## src/rtl/tia_pkg.sv

```systemverilog
// Shared types and codes for the typed integer ALU.
`default_nettype none
package tia_pkg;
	localparam int DataWidth = 32;
	localparam int ShiftBits = $clog2(DataWidth);
	localparam int NumCells = DataWidth;

	typedef enum logic [4:0] {
		OP_MUL = 5'd0, OP_DIV = 5'd1, OP_REM = 5'd2, OP_ADD = 5'd3, OP_SUB = 5'd4,
		OP_LNOT = 5'd5, OP_BNOT = 5'd6, OP_SHL = 5'd7, OP_SHR = 5'd8, OP_LT = 5'd9,
		OP_LE = 5'd10, OP_GT = 5'd11, OP_GE = 5'd12, OP_EQ = 5'd13, OP_NE = 5'd14,
		OP_AND = 5'd15, OP_XOR = 5'd16, OP_OR = 5'd17, OP_LAND = 5'd18,
		OP_SCAND = 5'd19, OP_LOR = 5'd20, OP_SCOR = 5'd21
	} op_t;

	localparam logic [1:0] KIND_NUM = 2'd0;
	localparam logic [1:0] KIND_BOOL = 2'd1;
	localparam logic [1:0] KIND_NONE = 2'd2;

	localparam logic [1:0] ERR_NONE = 2'd0;
	localparam logic [1:0] ERR_TYPE = 2'd1;
	localparam logic [1:0] ERR_DIV0 = 2'd2;
	localparam logic [1:0] ERR_NIMP = 2'd3;

	// Everything one divider cell hands to its neighbor.
	typedef struct packed {
		logic                 valid;
		logic                 is_div;
		logic                 q_neg;
		logic                 r_neg;
		logic [DataWidth-1:0] rem;
		logic [DataWidth-1:0] num;
		logic [DataWidth-1:0] den;
		logic [1:0]           kind;
		logic [DataWidth-1:0] value;
		logic [1:0]           err;
	} cell_t;
endpackage
`default_nettype wire

```

## src/rtl/tia_cell.sv

```systemverilog
// One restoring-division cell: retires one quotient bit per stage.
`default_nettype none
module tia_cell (
	input  wire logic           clk,
	input  wire logic           arst_n,
	input  wire logic           en,
	input  tia_pkg::cell_t      cell_in,
	output tia_pkg::cell_t      cell_out
);
	import tia_pkg::*;

	logic [DataWidth:0] trial;
	logic [DataWidth-1:0] shifted;
	cell_t nxt;

	always_comb begin
		nxt = cell_in;
		shifted = {cell_in.rem[DataWidth-2:0], cell_in.num[DataWidth-1]};
		trial = {1'b0, shifted} - {1'b0, cell_in.den};
		// A zero divisor marks an item that only passes through.
		if (cell_in.den != '0) begin
			if (!trial[DataWidth]) begin
				nxt.rem = trial[DataWidth-1:0];
				nxt.num = {cell_in.num[DataWidth-2:0], 1'b1};
			end else begin
				nxt.rem = shifted;
				nxt.num = {cell_in.num[DataWidth-2:0], 1'b0};
			end
		end
	end

	always_ff @(posedge clk or negedge arst_n) begin
		if (!arst_n) begin
			cell_out <= '0;
		end else if (en) begin
			cell_out <= nxt;
		end
	end
endmodule
`default_nettype wire

```

## config.mk

```make
export PLATFORM = sky130hd
export DESIGN_NAME = tia_cell
export DESIGN_NICKNAME = d
export VERILOG_FILES = /design/src/rtl/tia_pkg.sv /design/src/rtl/tia_cell.sv
export SDC_FILE = /design/constraint.sdc
export NUM_CORES = 1
export LEC_CHECK = 0
export BUFFER_PORTS_ARGS = -buffer_cell sky130_fd_sc_hd__buf_4
export CAP_MARGIN = 20
export CORE_UTILIZATION = 35
export CTS_BUF_LIST = sky130_fd_sc_hd__clkbuf_8
export DETAILED_ROUTE_END_ITERATION = 8
export PLACE_DENSITY = 0.62
export SLEW_MARGIN = 20
export SYNTH_ARGS = -nofsm -noshare
export SYNTH_HDL_FRONTEND = slang
export SYNTH_SLANG_ARGS = --single-unit
```

## constraint.sdc

```tcl
create_clock -name clk -period 2.4 [get_ports clk]
set_input_delay 0.48 -clock clk [delete_from_list [all_inputs] [get_ports clk]]
set_output_delay 0.48 -clock clk [all_outputs]
set_load 0.05 [all_outputs]
```

==> out/qor.txt <==
setup slack after layout - 101 ps
post-layout utilization of the core - 54.3%
power density normalized to cell area - 651 mW/mm^2
First DRT Iteration DRCs - 366
row count - 54
met2 wire length - 13.0 mm
total half-perimeter wirelength after legalization and detailed placement - 20.4 mm
Primary FF master, synth - dfrtp_1
Worst EP arrival - 2640 ps
number of different library cells in the post-synthesis netlist - 61
cell types occupying the most area after synthesis - dfrtp_1 43%, mux2_2 10%, ha_1 5.1%, nand2_1 4.4%, nor2_1 3.3%
routed wire length - 26.0 mm
Antenna Violating Nets Remaining - 0
nets in the synthesized netlist - 982
multiplexer area fraction after synthesis - 10.3%
critical path required time - 2740 ps
critical path type - primary input to register
width of the chip - 152 um
sequential fraction of the synthesis area - 43.4%
Synth Area in Simple Gates - 13.7%
via count normalized by instance count - 5.11
TritonCTS clock tree - yes
fin crit share - 95.8%
number of cells produced by synthesis - 810
crit path launch type - primary input
fraction of the mapped netlist area in adder cells - 5.36%
register area - 0.00340 mm^2
post-CTS setup buffer count - 0
wire length per cell after detailed routing - 17.1 um
Filler Cell Count - 2018
first-pass GRT wire length - 40.8 mm
average instance area after synthesis - 9.69 um^2
core area - 0.0219 mm^2
number of placed cells counting well taps - 1488
num ports - 275
crit-path max FO - 4
area of all placed cells without fillers - 0.0119 mm^2
leading cell type in the layout, fill and taps excluded - buf_4
leading area contributor after synthesis - dfrtp_1
count of unresolved DRC violations after routing - 0
# Max-Cap Violations - 0
via count of the first global-routing pass - 7834
instance area at placement - 0.0115 mm^2
number of flops mapped to enable cells by yosys - 0
number of antenna violations at the first check in global routing - 0
netlist area before placement - 0.00785 mm^2
overall fraction of global-route tracks in use - 23.0%
result of the run - finished clean
Setup crit end kind - register
ANT cells - 0
Initial Util - 35.9%
Synth Area in Compound Gates - 19.5%
clock insertion delay at the later pin of the skew report - 460 ps
synthesized flop and latch total - 136
number of buffers on the longest clock path - 2
Fmax - 435 MHz
Worst Clk Skew - 0 ps
max_slew headroom - 65.0%
number of hold-slack violations in the final timing report - 0
final net count - 1400
number of pins exceeding their max-slew limit in the final report - 0
vertical extent of the die - 152 um
setup slack at placement - -460 ps
pin count of the biggest net entering global routing - 97
synthesis-to-finish area growth - 51.5%
detailed-routing wirelength on met1 - 11.0 mm
Worst Hold Class - primary input to register
TritonCTS buffer count - 17
die area - 0.0230 mm^2
Tightest Pin Transition - 518 ps
parity-gate share of the synthesized area counting xor and xnor cells - 2.34%
fraction of layout cells with a size suffix above 1 - 47.5%
worst voltage drop across the vdd grid - 0.296 mV
register clock-pin slew on the reported worst setup and hold paths - 110 ps
count of input and output buffers - 274
Sink Count - 136
ys async rst share - 100%
area of the multi-input gates - 0.00409 mm^2
register containing the most flip-flops in the final layout - cell_out
Hold Slack - 242 ps
clock root buffer - clkbuf_8
number of flip-flops under the largest register name - 136
biggest registers after layout - cell_out x136
H-tree depth reported by CTS - 4
overflow left after global routing - 0
combinational family with the most area after synthesis - compound AO/OA/AOI/OAI gates
clock period minus worst slack - 2300 ps
top library cells by usage in the layout, fill and taps aside - 440 x buf_4, 136 x dfrtp_1, 91 x nand2_1, 72 x mux2_2, 69 x nor2_1
total number of vias - 7779
final setup fails - 0
filler-free cell count of the finished design - 1521
Synth warnings - 0
Placer Congestion - 0.911
Met3 Routed Length - 1.51 mm
1st-pass router iterations - 5
top-area cell type share of the netlist area - 43.4%
leakage power of the design - 0.00567 uW
Max Used Layer - met4
power by group:
| group | leakage [uW] | switching (uW) | internal (uW) |
|---|---|---|---|
| sequential | 0.00158 | 157 | 2550 |
| combinational | 0.00388 | 1890 | 1230 |
| clock | 0.000200 | 1130 | 783 |
| total | 0.00567 | 3170 | 4570 |
cells in the mapped netlist (20+ instances only):
cell / count
o221ai_1: 24
inv_1: 47
ha_1: 32
a21oi_1: 43
nand2_1: 91
mux2_2: 72
nor2_1: 70
dfrtp_1: 136
a31oi_1: 35
o21ai_0: 20
o2bb2ai_1: 22
clkbuf_1: 23
per-stage QoR:
stage / power (uW) / setup TNS (ps)
6_report: 7740 / 0
5_1_grt: 8120 / -4.07
4_1_cts: 7810 / 0
3_5_place_dp: 5870 / -16100
3_3_place_gp: 5840 / -12610
2_1_floorplan: 4580 / -66.0
final timing paths:
kind | start | slack [ps] | endpoint | cells past startpoint
hold reg to reg | cell_out[124]$_DFFE_PN0P_ | 500 | cell_out[124]$_DFFE_PN0P_ | 1
hold / removal | cell_in[19] | 240 | cell_out[19]$_DFFE_PN0P_ | 2
max in group asynchronous | arst_n | 1240 | cell_out[74]$_DFFE_PN0P_ | 3
min in group asynchronous | arst_n | 510 | cell_out[10]$_DFFE_PN0P_ | 2
setup / recovery | cell_in[42] | 100 | cell_out[131]$_DFFE_PN0P_ | 11
setup reg to reg | cell_out[131]$_DFFE_PN0P_ | 1200 | cell_out[131]$_DFFE_PN0P_ | 5
worst max-delay path, stage by stage:
cell	delay (ps)
buf_4	80
inv_1	40
ha_1	300
o21ai_0	160
nor4_1	350
o21ai_2	120
a21oi_2	250
o21ai_1	170
a311oi_1	420
o41a_1	200
nand3_1	70
layout make-up:
cell class	count	area share, %
Inverter	47	1.48
Tap cell	280	2.95
Clock buffer	17	1.97
Timing Repair Buffer	450	29.2
Sequential cell	136	28.6
Clock inverter	15	1.35
Multi-Input combinational cell	576	34.4
timing repair:
item	in CTS	in global routing
endpoints found under the hold margin	43	0
endpoints found under the setup margin	0	13
hold buffers	1	0
gates resized for setup	0	6
cell families after synthesis:
kind of cell	after synthesis
adders and majority gates	33
AOI/OAI and AO/OA	214
muxes	72
xor gates and xnor gates	21
and+or+nand+nor	236
DFF	136
buffers and inverters	98
layer usage:
metal,vias to the layer above,track usage [%]
li1,3779,-
met1,3742,28.5
met2,227,39.2
met3,31,5.48
met4,0,7.52
met5,-,0
No activity file was read; power rests on OpenSTA's default activity.
