File: src/rtl/tia_pkg.sv
// Shared types and codes for the typed integer ALU.
`default_nettype none
package tia_pkg;
	localparam int DataWidth = 32;
	localparam int ShiftBits = $clog2(DataWidth);
	localparam int NumCells = DataWidth;

	typedef enum logic [4:0] {
		OP_MUL = 5'd0, OP_DIV = 5'd1, OP_REM = 5'd2, OP_ADD = 5'd3, OP_SUB = 5'd4,
		OP_LNOT = 5'd5, OP_BNOT = 5'd6, OP_SHL = 5'd7, OP_SHR = 5'd8, OP_LT = 5'd9,
		OP_LE = 5'd10, OP_GT = 5'd11, OP_GE = 5'd12, OP_EQ = 5'd13, OP_NE = 5'd14,
		OP_AND = 5'd15, OP_XOR = 5'd16, OP_OR = 5'd17, OP_LAND = 5'd18,
		OP_SCAND = 5'd19, OP_LOR = 5'd20, OP_SCOR = 5'd21
	} op_t;

	localparam logic [1:0] KIND_NUM = 2'd0;
	localparam logic [1:0] KIND_BOOL = 2'd1;
	localparam logic [1:0] KIND_NONE = 2'd2;

	localparam logic [1:0] ERR_NONE = 2'd0;
	localparam logic [1:0] ERR_TYPE = 2'd1;
	localparam logic [1:0] ERR_DIV0 = 2'd2;
	localparam logic [1:0] ERR_NIMP = 2'd3;

	// Everything one divider cell hands to its neighbor.
	typedef struct packed {
		logic                 valid;
		logic                 is_div;
		logic                 q_neg;
		logic                 r_neg;
		logic [DataWidth-1:0] rem;
		logic [DataWidth-1:0] num;
		logic [DataWidth-1:0] den;
		logic [1:0]           kind;
		logic [DataWidth-1:0] value;
		logic [1:0]           err;
	} cell_t;
endpackage
`default_nettype wire

File: src/rtl/tia_front.sv
// Type check and every operation except division and remainder; prepares the divider chain.
`default_nettype none
module tia_front (
	input  wire logic                clk,
	input  wire logic                arst_n,
	input  wire logic                en,
	input  wire logic                in_valid,
	input  wire logic [4:0]          mode,
	input  wire logic [1:0]          left_kind,
	input  wire logic [31:0]         left_value,
	input  wire logic [1:0]          right_kind,
	input  wire logic [31:0]         right_value,
	output tia_pkg::cell_t           cell_out
);
	import tia_pkg::*;

	logic [DataWidth-1:0] a, b, mag_a, mag_b, val;
	logic [1:0] lk, rk, kind, err;
	logic nums, bools, lt, is_dv, is_mul;
	logic [ShiftBits-1:0] cnt;
	logic [DataWidth-1:0] prod_s1;
	logic mul_s1;
	cell_t c_s1;

	always_comb begin
		a = DataWidth'($signed(left_value));
		b = DataWidth'($signed(right_value));
		lk = (left_kind == 2'd3) ? KIND_NONE : left_kind;
		rk = (right_kind == 2'd3) ? KIND_NONE : right_kind;
		nums = (lk == KIND_NUM) && (rk == KIND_NUM);
		bools = (lk == KIND_BOOL) && (rk == KIND_BOOL);
		cnt = b[ShiftBits-1:0];
		lt = $signed(a) < $signed(b);
		mag_a = a[DataWidth-1] ? -a : a;
		mag_b = b[DataWidth-1] ? -b : b;
		kind = KIND_NUM;
		val = '0;
		err = ERR_NONE;
		is_dv = 1'b0;
		is_mul = 1'b0;
		unique case (mode)
			OP_MUL: is_mul = 1'b1;
			OP_DIV, OP_REM: begin
				if (b == '0) err = ERR_DIV0;
				else is_dv = 1'b1;
			end
			OP_ADD: val = a + b;
			OP_SUB: val = a - b;
			OP_LNOT: begin
				if (rk == KIND_NONE) err = ERR_TYPE;
				else begin kind = KIND_BOOL; val = DataWidth'(b == '0); end
			end
			OP_BNOT: begin
				if (rk != KIND_NUM) err = ERR_TYPE;
				else val = ~b;
			end
			OP_SHL: val = a << cnt;
			OP_SHR: val = $signed(a) >>> cnt;
			OP_LT: begin kind = KIND_BOOL; val = DataWidth'(lt); end
			OP_LE: begin kind = KIND_BOOL; val = DataWidth'(lt || a == b); end
			OP_GT: begin kind = KIND_BOOL; val = DataWidth'(!lt && a != b); end
			OP_GE: begin kind = KIND_BOOL; val = DataWidth'(!lt); end
			OP_EQ, OP_NE: begin
				if (lk != rk) err = ERR_TYPE;
				else if (lk == KIND_NONE) err = ERR_NIMP;
				else begin
					kind = KIND_BOOL;
					val = DataWidth'(((lk == KIND_NUM) ? (a == b)
						: ((a != '0) == (b != '0))) ^ (mode == OP_NE));
				end
			end
			OP_AND: val = a & b;
			OP_XOR: val = a ^ b;
			OP_OR: val = a | b;
			OP_LAND, OP_LOR: begin
				if (!bools) err = ERR_TYPE;
				else begin
					kind = KIND_BOOL;
					val = DataWidth'((mode == OP_LAND) ? (a != '0 && b != '0)
						: (a != '0 || b != '0));
				end
			end
			OP_SCAND: begin
				if (lk != KIND_BOOL) err = ERR_TYPE;
				else if (a == '0) kind = KIND_BOOL;
				else kind = KIND_NONE;
			end
			OP_SCOR: begin
				if (lk != KIND_BOOL) err = ERR_TYPE;
				else if (a != '0) begin kind = KIND_BOOL; val = DataWidth'(1); end
				else kind = KIND_NONE;
			end
			default: err = ERR_NIMP;
		endcase
		// Arithmetic, shift, binary bitwise and ordering operations need two numbers.
		if (((mode <= OP_SUB) || (mode >= OP_SHL && mode <= OP_GE)
				|| (mode >= OP_AND && mode <= OP_OR)) && !nums) begin
			err = ERR_TYPE;
			is_dv = 1'b0;
			is_mul = 1'b0;
		end
		if (err != ERR_NONE) begin
			kind = KIND_NONE;
			val = '0;
		end
	end

	always_ff @(posedge clk or negedge arst_n) begin
		if (!arst_n) begin
			c_s1 <= '0;
			prod_s1 <= '0;
			mul_s1 <= 1'b0;
		end else if (en) begin
			c_s1.valid <= in_valid;
			c_s1.is_div <= is_dv && (mode == OP_DIV);
			c_s1.q_neg <= is_dv && (a[DataWidth-1] ^ b[DataWidth-1]);
			c_s1.r_neg <= is_dv && a[DataWidth-1];
			c_s1.rem <= '0;
			c_s1.num <= mag_a;
			c_s1.den <= is_dv ? mag_b : '0;
			c_s1.kind <= kind;
			c_s1.value <= val;
			c_s1.err <= err;
			prod_s1 <= a * b;
			mul_s1 <= is_mul;
		end
	end

	// A multiply result rides in the value field through the chain.
	always_comb begin
		cell_out = c_s1;
		if (mul_s1) cell_out.value = prod_s1;
	end
endmodule
`default_nettype wire

File: config.mk
export PLATFORM = sky130hd
export DESIGN_NAME = tia_front
export DESIGN_NICKNAME = d
export VERILOG_FILES = /design/src/rtl/tia_pkg.sv /design/src/rtl/tia_front.sv
export SDC_FILE = /design/constraint.sdc
export NUM_CORES = 2
export LEC_CHECK = 0
export BUFFER_PORTS_ARGS = -buffer_cell sky130_fd_sc_hd__buf_2
export CORE_MARGIN = 3
export CORE_UTILIZATION = 30
export DETAILED_ROUTE_END_ITERATION = 10
export PLACE_DENSITY_LB_ADDON = 0.3
export SLEW_MARGIN = 30
export SYNTH_ARGS = -nofsm -noshare
export SYNTH_HDL_FRONTEND = slang
export SYNTH_SLANG_ARGS = --single-unit
export TNS_END_PERCENT = 10
File: constraint.sdc
create_clock -name clk -period 2.9 [get_ports clk]
set_input_delay 0.29 -clock clk [delete_from_list [all_inputs] [get_ports clk]]
set_output_delay 0.29 -clock clk [all_outputs]
set_load 0.02 [all_outputs]
==> qor.yml <==
grt_pass1_wl_um: 226000
hold_class: "input pin to flip-flop"
grtUsageTotal: 0.289
worst_slack_ns: -3.41
clk-insertion-delay-late_ns: 0.50
synth_cell_types: 87
crit_type: "input pin to flip-flop"
clock_skew_ns: 0
dp_hpwl_um: 129000
area_delta_synth_final_pct: 32.9
pre_cts_slack_ns: -4.25
via_count: 31700
layout_min_cycle_time_ns: 6.31
initial_core_util: 0.305
slew_headroom: 0.374
synth-seq-cells: 137
dpl_cell_area_um2: 38600
grt_pass1_vias: 31600
synth_edf_count: 0
fin_area_um2: 41700
antenna_found_initial: 10
violations: "negative setup slack"
yosys-top-cells-count: "nor2_1, inv_1, fa_1, nand2_1, ha_1"
cts_root_buffer: "clkbuf_16"
gp_congestion: 1.01
path_max_fanout: 3
core-area_um2: 103000
ys_top_cells_by_area: "fa_1, dfrtp_1, ha_1"
htree_num_levels: 4
finalWirelength_um: 158000
drt_pass1_iterations: 6
portBuffers: 180
setup_viol: 94
wl_per_cell_um: 27.0
final_util: 0.405
ioPinCount: 213
clockBufferDepth: 2
crit_path_end_kind: "flip-flop"
max_freq_mhz: 158
hold-worst-slack_ns: 0.101
crit_required_ns: 3.30
final_antenna_net_count: 0
die_area_um2: 108000
fin_crit_sh: 2.18
cts_tree: "done"
drtIter0Drc: 3447
gr-total-overflow: 0
via_per_inst: 5.43
status: "finished with violations"
final_layout_size_suffix_gt1_frac: 0.328
ys_seq_area_frac: 0.109
cts-buffers-inserted: 17
synth_top_area_cell: "fa_1"
rsz0062_at_grt: "true"
path_clk_slew_ns: 0.08
dieWidth_um: 329
fin_nets: 5165
netlist_area_um2: 31400
hold_violations: 0
grt_max_degree: 94
async_flop_share: 1.00
yosys_warnings: 0
row_count: 117
critPathLaunchType: "input pin"
crit_arrival_ns: 6.72
slew_viol_final: 0
synth_top_area_frac: 0.262
avgSynthCellArea_um2: 8.37
route.detailed.drc: 0
yosys_most_used_dff: "dfrtp_1"
yosysMostFrequentCell: "nor2_1"
worstMarginPinSlew_ns: 0.938
netlist_instances: 3746
clkSinkCount: 137
cap_violations: 0
die_h_um: 329
## cell usage in the layout (no fill, tap or decap), drive strengths merged, types with 32 or more instances in the layout
cell type,netlist,routed
dfrtp,137,137
fa,410,410
o21ai,124,124
conb,1,32
nand3,33,33
nor3,51,51
ha,224,224
buf,172,1026
mux4,62,62
o2bb2ai,55,55
nand2,334,334
a21oi,161,161
mux2,68,68
xnor2,130,130
mux2i,37,37
nor2,546,546
o31ai,34,34
inv,485,488
## final cells by class
type	instances	area, µm²
flip-flops and latches	137	3430
repair buffers	1030	8370
well taps	1368	1710
multi-input cells	2770	25500
diodes	3	7.51
clock buffers	17	425
fillers	10500	61100
inverters	498	1980
clock inverters	15	204
## registers in the layout, indices dropped and copies added, names as in the netlist
signal,cells
mul_s1,1
cell_out,72
c_s1,32
prod_s1,32
## critical path, stage by stage
cell and delay, ns:
buf_6 0.09, clkinvlp_4 0.18, buf_6 0.17, buf_6 0.11, buf_4 0.13, nor2_4 0.10, fa_1 0.46, fa_1 0.55
fa_1 0.44, fa_1 0.51, inv_2 0.04, fa_1 0.55, inv_2 0.04, fa_1 0.56, fa_1 0.47, fa_1 0.62
ha_4 0.23, a21oi_2 0.14, buf_6 0.14, nand2_2 0.06, a211o_1 0.26, nand2_2 0.12, o21ai_2 0.08, xnor2_1 0.12
mux2_2 0.25
## repair_timing
action | CTS | global route
endpoints found under the hold margin | 44 | 0
setup buffers | 72 | 18
gates resized for setup | 308 | 128
pin swaps | 78 | 56
setup endpoints to repair | 98 | 100
hold buffers | 2 | 0
cloned | 0 | 0
## routing by layer
layer,global-route usage,up-vias,share of wire
met5,0,-,0.00014
met2,0.426,1822,0.42
li1,-,13700,-
met3,0.0726,296,0.11
met1,0.403,15900,0.42
met4,0.113,4,0.046
## cell families after synthesis
kind of cell,share of synthesized area
compound gates,0.150
xor+xnor,0.0416
fa+ha+maj,0.351
buf+inv,0.118
flops,0.109
mux,0.0809
other cells,0.000120
simple gates,0.149
## through the flow
stage	TNS, ns	std cells
floorplan	-107.89	3777
global placement	-159.57	5714
detailed placement	-160.20	5714
CTS	-121.40	5820
global route	-145.09	5835
finish	-133.79	5838
## worst paths after layout
check / startpoint / endpoint / slack, ns / cells after the start
setup / recovery: right_value[10] / prod_s1[31] / -3.41 / 25
hold / removal: en / mul_s1 / 0.10 / 2
setup reg to reg: c_s1[2] / c_s1[2] / 1.19 / 6
hold reg to reg: cell_out[0] / cell_out[0] / 0.47 / 1
max in group asynchronous: arst_n / cell_out[58] / 1.89 / 3
min in group asynchronous: arst_n / prod_s1[15] / 0.28 / 2
Power is left out: the tool's default activity adds up to more than one toggle a clock period on the data nets, which glitch-free logic cannot reach.
